`src/rtl/ffbp_pkg.sv`:
```
// Shared types and constants for the first-fit bin packer.
// Used by the controller, the datapath and the top level; no dependencies.
package ffbp_pkg;

  // operation codes of an input item
  localparam logic [1:0] OP_LOAD  = 2'd0;
  localparam logic [1:0] OP_PLACE = 2'd1;
  localparam logic [1:0] OP_CLEAR = 2'd2;

  // result status codes
  localparam logic [2:0] RES_LOADED    = 3'd0;
  localparam logic [2:0] RES_PLACED    = 3'd1;
  localparam logic [2:0] RES_EMPTY     = 3'd2;
  localparam logic [2:0] RES_FULL      = 3'd3;
  localparam logic [2:0] RES_EXHAUSTED = 3'd4;

  // configuration register indexes
  localparam logic CFG_BIN_CAPACITY = 1'b0;
  localparam logic CFG_MIN_FRAGMENT = 1'b1;

  typedef enum logic [3:0] {
    S_IDLE,
    S_DISPATCH,
    S_HEAD_EV,
    S_BIN_RD,
    S_BIN_EV,
    S_WALK_RD,
    S_WALK_EV,
    S_RESULT
  } state_e;

  // controller -> datapath
  typedef struct packed {
    logic latch_in;
    logic load;
    logic full;
    logic clear;
    logic empty;
    logic rd_head;
    logic latch_head;
    logic rd_bin;
    logic bin_next;
    logic place_whole;
    logic place_split;
    logic open_bin;
    logic exhausted;
    logic walk_rd;
    logic walk_shift;
    logic walk_insert;
    logic emit;
  } cmd_t;

  // datapath -> controller
  typedef struct packed {
    logic [1:0] op;
    logic       list_full;
    logic       list_empty;
    logic       bin_in_range;
    logic       bins_full;
    logic       fits;
    logic       can_split;
    logic       walk_in_range;
    logic       walk_move;
    logic       out_free;
  } stat_t;

endpackage

```
`src/rtl/ffbp_ctrl.sv`:
```
// Controller state machine of the bin packer.
// Depends on ffbp_pkg; drives datapath commands from datapath status.
module ffbp_ctrl import ffbp_pkg::*; (
  input  logic  clk_i,
  input  logic  rst_ni,
  input  logic  in_valid_i,
  output logic  in_stall_o,
  input  stat_t stat_i,
  output cmd_t  cmd_o
);

  state_e state_q, state_d;

  always_ff @(posedge clk_i or negedge rst_ni) begin
    if (!rst_ni) begin
      state_q <= S_IDLE;
    end else begin
      state_q <= state_d;
    end
  end

  // next state
  always_comb begin
    state_d = state_q;
    case (state_q)
      S_IDLE: begin
        if (in_valid_i) state_d = S_DISPATCH;
      end
      S_DISPATCH: begin
        case (stat_i.op)
          OP_LOAD, OP_CLEAR: state_d = S_RESULT;
          OP_PLACE: state_d = stat_i.list_empty ? S_RESULT : S_HEAD_EV;
          default: state_d = S_IDLE;
        endcase
      end
      S_HEAD_EV: state_d = S_BIN_RD;
      S_BIN_RD: begin
        state_d = stat_i.bin_in_range ? S_BIN_EV : S_RESULT;
      end
      S_BIN_EV: begin
        if (stat_i.fits) state_d = S_RESULT;
        else if (stat_i.can_split) state_d = S_WALK_RD;
        else state_d = S_BIN_RD;
      end
      S_WALK_RD: begin
        state_d = stat_i.walk_in_range ? S_WALK_EV : S_RESULT;
      end
      S_WALK_EV: begin
        state_d = stat_i.walk_move ? S_WALK_RD : S_RESULT;
      end
      S_RESULT: begin
        if (stat_i.out_free) state_d = S_IDLE;
      end
      default: state_d = S_IDLE;
    endcase
  end

  // command outputs
  always_comb begin
    cmd_o = '0;
    in_stall_o = (state_q != S_IDLE);
    case (state_q)
      S_IDLE: cmd_o.latch_in = in_valid_i;
      S_DISPATCH: begin
        case (stat_i.op)
          OP_LOAD: begin
            cmd_o.load = !stat_i.list_full;
            cmd_o.full = stat_i.list_full;
          end
          OP_CLEAR: cmd_o.clear = 1'b1;
          OP_PLACE: begin
            cmd_o.empty   = stat_i.list_empty;
            cmd_o.rd_head = !stat_i.list_empty;
          end
          default: ;
        endcase
      end
      S_HEAD_EV: cmd_o.latch_head = 1'b1;
      S_BIN_RD: begin
        cmd_o.rd_bin    = stat_i.bin_in_range;
        cmd_o.exhausted = !stat_i.bin_in_range && stat_i.bins_full;
        cmd_o.open_bin  = !stat_i.bin_in_range && !stat_i.bins_full;
      end
      S_BIN_EV: begin
        cmd_o.place_whole = stat_i.fits;
        cmd_o.place_split = !stat_i.fits && stat_i.can_split;
        cmd_o.bin_next    = !stat_i.fits && !stat_i.can_split;
      end
      S_WALK_RD: begin
        cmd_o.walk_rd     = stat_i.walk_in_range;
        cmd_o.walk_insert = !stat_i.walk_in_range;
      end
      S_WALK_EV: begin
        cmd_o.walk_shift  = stat_i.walk_move;
        cmd_o.walk_insert = !stat_i.walk_move;
      end
      S_RESULT: cmd_o.emit = stat_i.out_free;
      default: ;
    endcase
  end

endmodule

```
`config.mk`:
```
export PLATFORM = sky130hd
export DESIGN_NAME = ffbp_ctrl
export DESIGN_NICKNAME = d
export VERILOG_FILES = /design/src/rtl/ffbp_pkg.sv /design/src/rtl/ffbp_ctrl.sv
export SDC_FILE = /design/constraint.sdc
export NUM_CORES = 1
export LEC_CHECK = 0
export ABC_AREA = 1
export CORE_AREA = 2 2 39 41
export CTS_CLUSTER_SIZE = 10
export DETAILED_ROUTE_END_ITERATION = 6
export DIE_AREA = 0 0 41 43
export DONT_BUFFER_PORTS = 1
export PLACE_DENSITY_LB_ADDON = 0.1
export SYNTH_ARGS = -nofsm -noshare
export SYNTH_HDL_FRONTEND = slang
export SYNTH_SLANG_ARGS = --single-unit
```
`constraint.sdc`:
```
create_clock -name clk_i -period 1.85 [get_ports clk_i]
set_input_delay 0.37 -clock clk_i [delete_from_list [all_inputs] [get_ports clk_i]]
set_output_delay 0.37 -clock clk_i [all_outputs]
set_load 0.05 [all_outputs]
```
# Word level (Yosys, flattened, before mapping)
# Index checks and enable logic that the tools add are counted.
[totals] reg_bits=4 inputBits=14 output_inout_bits=18 elab_cells=52
[op_classes] eq_ne=11 mux=23 reduce_logical=17
[op_table] op="case mux 4 bit (8 select lines)" n=1
[op_table] op="equality test 4 x 3 -> 1 bit, second input constant" n=4
[op_table] op="two-way mux 3 bit" n=4
[op_table] op="two-way mux 2 bit" n=5
[op_table] op="equality test 4 x 2 -> 1 bit, second input constant" n=2
[op_table] op="logical NOT 1 bit" n=8
[op_table] op="two-way mux 1 bit" n=8
[op_table] op="two-way mux 4 bit" n=2
[op_table] op="case mux 3 bit (2 select lines)" n=1
[op_table] op="two-way mux 5 bit" n=1
[op_table] op="equality test 4 x 1 -> 1 bit, second input constant" n=1
[op_table] op="logical AND 1 bit" n=4
[op_table] op="logical NOT 4 bit" n=1
[op_table] op="!= test 2 bit, second input constant" n=2
[op_table] op="nonzero test 4 bit" n=1
[op_table] op="equality test 2 x 1 -> 1 bit, second input constant" n=1
[op_table] op="equality test 2 bit, second input constant" n=1
[op_table] op="logical NOT 2 bit" n=1
[op_table] op="case mux 1 bit (2 select lines)" n=1
[op_table] op="AND reduction 2 bit" n=1
[op_table] op="OR reduction 2 bit" n=1

# Longest topological paths before layout
# Gate-level depths: netlist of run 1.
[depth] word_depth=4 ltp_mapped=7 ltp_nobuf=6

# Least setup slack after synthesis of run 1
# No wires, ideal clock.
[synth_path] kind="register to output" from="register state_q[1]" to="output port cmd_o[11] in the netlist's numbering" arrival_time_ns=2.227 required_time_ns=1.480 setup_slack_ns=-0.747 stages_incl_launch_ff=5 n_path_buf=1 cell_sequence="dfrtp_1 -> buf_4 -> nor3_4 -> inv_2 -> nor4_1"
[synth_lines] item="start: declaration" line_no="ffbp_ctrl.sv:12" text="state_e state_q, state_d;"
[synth_lines] item="start signal: assignment" line_no="ffbp_ctrl.sv:18" text="state_q <= state_d;"
[synth_lines] item="end: declaration" line_no="ffbp_ctrl.sv:9" text="output cmd_t cmd_o"

==> results of run 1 <==
## layer usage
layer	part of all wire (%)	vias to the layer above	global-route usage, %	wire [µm]
li1	-	270	-	-
met1	44	209	17.6	454
met2	47	21	19.4	490
met4	0	0	2.00	0
met3	8.9	0	3.66	92
met5	0	-	0	0
## worst reg2reg max path: cells and delay by family (launching register included)
kind	cells	cell delay (ns)
buffers and inverters	1	0.05
flip-flops	1	0.47
AO/OA/AOI/OAI	1	0.16
AND/OR/NAND/NOR	4	0.40
## logic make-up after synthesis
group,count (synthesis)
and+or+nand+nor,44
buffers and inverters,19
AOI/OAI and AO/OA,5
DFF,3
## through the flow
stage / hold WS, ns / std cells / setup TNS (ns) / setup WS [ns]
after detailed placement: 0.0745 / 103 / 0 / 0.226
after global routing: 0.386 / 109 / -0.0612 / -0.0240
final: 0.375 / 109 / 0 / 0.0769
after global placement: 0.0745 / 103 / 0 / 0.222
after floorplan: 0.0744 / 71 / -1.10 / -0.360
after CTS: 0.368 / 108 / 0 / 0.0118
## repair_timing
item | 4_1_cts | 5_1_grt
hold buffers | 1 | 0
buffers inserted | 0 | 1
resized for setup | 1 | 4
pin swaps | 0 | 1
setup endpoints to repair | 2 | 12
hold endpoints to repair | 3 | 0
## power by group through the flow
stage | clock [mW] | sequential, mW | combinational (mW)
2_1_floorplan | 0 | 0.147 | 0.587
3_5_place_dp | 0 | 0.187 | 0.705
3_3_place_gp | 0 | 0.187 | 0.699
5_1_grt | 0.124 | 0.202 | 0.785
6_report | 0.110 | 0.194 | 0.723
4_1_cts | 0.116 | 0.188 | 0.709
## worst max-delay path by stage
stage	slack (ns)	depth (start not counted)	end	startpoint
after global routing	-0.02	5	cmd_o[4]	state_q[1]$_DFFE_PN0P_
after global placement	0.22	5	cmd_o[5]	state_q[1]$_DFFE_PN0P_
after CTS	0.01	5	cmd_o[1]	state_q[2]$_DFFE_PN0P_
after floorplan	-0.36	4	cmd_o[13]	state_q[1]$_DFFE_PN0P_
after detailed placement	0.23	5	cmd_o[5]	state_q[1]$_DFFE_PN0P_
final	0.08	4	cmd_o[11]	state_q[2]$_DFFE_PN0P_
## cell usage in the layout (no fill, tap or decap), drive strengths merged
master,count
a21oi,1
a31oi,1
buf,18
clkbuf,4
dfrtp,3
dlygate4sd3,1
inv,18
nand2,15
nand3,4
nand4,3
nor2,12
nor3,7
nor4,3
o21ai,3
## area by class of cell
class | count | area share [%]
inverters | 18 | 11.0
flip-flops and latches | 3 | 12.3
well taps | 16 | 3.13
clock buffers | 4 | 4.11
repair buffers | 19 | 24.7
multi-input cells | 49 | 44.8
==> metrics.txt, run 1 <==
status complete, no violations; Mapped Cells 71; WHS Endpoint state_q[1]$_DFFE_PN0P_; VDD IR max 611 µV; DR DRC count 0; Via-to-Cell Ratio 4.59; largest net degree at the start of global routing 10; clock power share 10.7%; layout cells sized above 1 40.9%; Crit path largest cell delay 0.45 ns; minimum clock period 1.77 ns; simple-gate area share of the yosys netlist 55.0%; Worst Max-Slew Pin Slew 0.420 ns; Hold Fails Final Rpt 0; sw power 0.614 mW; Synth area leaders dfrtp_1 (19%), inv_1 (14%), nand2_1 (14%); Placed Area 584 µm²; Worst EP required 1.48 ns; Synth Area in Compound Gates 6.71%; Nets 108; worst hold path stage count 3; worst hold start stat_i[10]; CTS Sinks 3; First-pass DRT Iterations 4; Largest register FFs 3; Layout area overhead 63.3%; critical path startpoint category flip-flop; Total Power 1.03 mW; mux share of post-synthesis cell area 0%; critical path arrival 1.40 ns; sw frac 59.8%; Iter 0 DRT Violations 6; initial core utilization 28.3%; Critical R2R Launch state_q[1]$_DFFE_PN0P_; worst-path fanout max 7; relative slew slack 71.9%; root buf cell clkbuf_4; Num CTS Buffers 3; syn_nets 85; Hold Path Class in -> reg; #FFs+latches synth 3; CTS tree yes; FF-to-FF setup slack 0.65 ns; Power Internal 0.413 mW; yosys warns 0; fraction of power consumed by sequential logic 18.9%; cell area after synthesis 392 µm²; Combinational Power Share 70.4%; Peak Freq 564 MHz; critical path class reg -> out; Chip Width 41 µm; core region area 1380 µm²; post-synth top area cell dfrtp_1; Worst R2R End state_q[0]$_DFFE_PN0P_; FF-to-FF path depth 6; CP Capture Type primary output; All-Layer GR Usage 12.7%; first-pass GRT wire length 1620 µm; leading cell types by count after synthesis inv_1 (15), nand2_1 (15), nor2_1 (12); Routed WL 1040 µm; crit path cell chain nor3_4 -> inv_2 -> nor4_2 -> buf_4; Top reg by flops state_q; initial antenna violation count 0; worst-case clock buffer depth 2; Top Family by Delay on Critical Path flip-flops; I/O pin cnt 32; CP bufs+invs 2; max-slew violations 0; Pleak 0.329 nW; routed len/inst 9.51 µm; Slowest cell on crit path dfrtp_2; clock transition at the registers of the reported paths 0.04 ns; ys async rst share 100%; Die Y 43 µm; Tcrit/Tclk final 95.8%; # Max-Cap Violations 0; post-synthesis xor/xnor area fraction 0%; Final Util 46.2%; FF+latch area 78.8 µm²; Worst Skew 0.000886 ns; footprint of the multi-input gates 287 µm²; largest family of logic cells by synthesized area simple AND/OR/NAND/NOR gates; Cell Rows 14; worst skew pair latency 0.22 ns; Seq/Total Area, Yosys 19.2%; final instance area 639 µm²; DRT antenna net count 0; # diodes 0; Synth Area in Adders 0%; Final setup viols 0; DR vias 500; Max H-tree Level 1; grt total ovfl 0; GPL Wtd Cong 0.743; Post-synth EDFFs 0; # fillers 157; Syn Area/Cell 5.52 µm²; ys flop type dfrtp_1; PortBufs 0; die area 1760 µm²; Regs by FF count state_q x3; Yosys cell types 16; dpl hpwl 914 µm; unrepaired setup endpoints after global routing yes; Yosys top cell area share 19.2%; PD cells 1610 nW/µm²; vias in the first global route 431
(Power assumes the default switching activity.)
==> run 2: changes to the inputs <==
--- a/config.mk
+++ b/config.mk
@@ -11,7 +11,6 @@
 export DETAILED_ROUTE_END_ITERATION = 6
 export DIE_AREA = 0 0 41 43
 export DONT_BUFFER_PORTS = 1
-export PLACE_DENSITY_LB_ADDON = 0.1
 export SYNTH_ARGS = -nofsm -noshare
 export SYNTH_HDL_FRONTEND = slang
 export SYNTH_SLANG_ARGS = --single-unit
==> run 2 against run 1 <==
Hold slack worse by 0.023 ns; global-route usage up 1.6 points; setup slack worse by 0.040 ns; cell count rose by 2.8%; register-to-register slack lost 0.04 ns; maximum frequency decreased by 2.2%; clock-buffer cell count unchanged; clock power up 4%; critical path type unchanged; largest cell class unchanged.
==> metrics.txt, run 2 (synthesis results as in run 1) <==
status complete, no violations; clock transition at the registers of the reported paths 0.04 ns; Via-to-Cell Ratio 4.78; PD cells 1630 nW/µm²; critical path arrival 1.44 ns; All-Layer GR Usage 14.3%; Power Internal 0.454 mW; Hold Path Class in -> reg; largest net degree at the start of global routing 10; worst skew pair latency 0.23 ns; fraction of power consumed by sequential logic 17.8%; first-pass GRT wire length 1700 µm; CTS tree yes; DRT antenna net count 0; PortBufs 0; final hold slack 0.352 ns; Die Y 43 µm; Peak Freq 551 MHz; DR DRC count 0; Num CTS Buffers 3; grt total ovfl 0; Final setup viols 0; critical path class reg -> out; routed len/inst 10.7 µm; Hold Fails Final Rpt 0; CTS Sinks 3; worst-path fanout max 6; dpl hpwl 948 µm; commonest non-fill, non-tap cell in the layout buf_4; Worst EP required 1.48 ns; Top Family by Delay on Critical Path flip-flops; TNS Setup 0 ns; root buf cell clkbuf_4; DR vias 535; Worst Max-Slew Pin Slew 0.417 ns; First-pass DRT Iterations 2; GPL Wtd Cong 0.763; Regs by FF count state_q x3; Top reg by flops state_q; CP bufs+invs 3; Max H-tree Level 1; critical path startpoint category flip-flop; Crit path largest cell delay 0.43 ns; Worst Skew 0.000157 ns; clock power share 10.3%; Pleak 0.346 nW; max-slew violations 0; Cell Rows 14; sw frac 58.8%; Chip Width 41 µm; Largest register FFs 3; initial antenna violation count 0; CP Capture Type primary output; # diodes 0; die area 1760 µm²; worst-case clock buffer depth 2; # Max-Cap Violations 0; Tcrit/Tclk final 98.0%; Slowest cell on crit path dfrtp_2; vias in the first global route 473; relative slew slack 72.2%; sw power 0.648 mW; initial core utilization 28.3%; VDD IR max 602 µV; Routed WL 1200 µm; Iter 0 DRT Violations 4; I/O pin cnt 32; core region area 1380 µm²; unrepaired setup endpoints after global routing yes; Combinational Power Share 71.8%; Nets 111; layout cells sized above 1 44.8%; Layout area overhead 72.8%; commonest non-fill, non-tap cells in the layout buf_4 (18), inv_1 (15), nand2_1 (15); crit path cell chain inv_4 -> nor3_4 -> inv_2 -> nor4_2 -> buf_4; minimum clock period 1.81 ns
## run 2: per-layer routing
metal / global-route usage (%) / wire, µm / up-vias
li1: - / - / 278
met1: 14.6 / 472 / 234
met2: 23.4 / 626 / 23
met3: 5.24 / 101 / 0
met4: 8.00 / 0 / 0
met5: 0 / 0 / -
## run 2: what timing repair did
item / in CTS / in global routing
pin swaps: 0 / 1
endpoints found under the hold margin: 3 / 0
setup endpoints to repair: 4 / 12
setup buffers: 0 / 4
hold buffers: 1 / 0
gates cloned: 0 / 0
gates resized for setup: 2 / 7
## run 2: per-stage QoR
step,cells,utilization [%],total power [mW],area (µm²),setup WS [ns]
3_5_place_dp,103,42.2,0.889,584,0.184
6_report,112,48.9,1.10,677,0.0365
3_3_place_gp,103,42.2,0.872,584,0.238
4_1_cts,108,45.0,1.02,623,0.0186
5_1_grt,112,48.9,1.19,677,-0.0317
2_1_floorplan,71,-,0.734,432,-0.360
## run 2: path summary, 6_finish.rpt
check                                            start                      to  slack [ns]  depth (start not counted)
worst max-delay path            state_q[0]$_DFFE_PN0P_               cmd_o[11]        0.04                          5
worst min-delay path                        stat_i[10]  state_q[1]$_DFFE_PN0P_        0.35                          3
worst max register to register  state_q[1]$_DFFE_PN0P_  state_q[0]$_DFFE_PN0P_        0.61                          6
worst min register to register  state_q[2]$_DFFE_PN0P_  state_q[2]$_DFFE_PN0P_        0.65                          2
max in group asynchronous                       rst_ni  state_q[0]$_DFFE_PN0P_        1.29                          1
min in group asynchronous                       rst_ni  state_q[1]$_DFFE_PN0P_        0.39                          1
## run 2: worst register-to-register path, delay by kind of cell, from the launching register on
family / cells / cell delay, ns
flip-flops: 1 / 0.47
AND/OR/NAND/NOR: 4 / 0.42
AO/OA/AOI/OAI: 1 / 0.18
buffers and inverters: 1 / 0.06
## run 2: final cells by class
cell class,instances,area (µm²)
Fill cell,148,707
Multi-Input combinational cell,49,294
Timing Repair Buffer,22,188
Sequential cell,3,78.8
Inverter,18,70.1
Clock buffer,4,26.3
Tap cell,16,20.0
## run 2: power groups by stage
stage	Sequential, mW	Combinational (mW)	Clock [mW]
floorplan	0.147	0.587	0
global placement	0.183	0.689	0
detailed placement	0.186	0.703	0
CTS	0.191	0.708	0.117
global route	0.202	0.857	0.129
finish	0.197	0.792	0.114
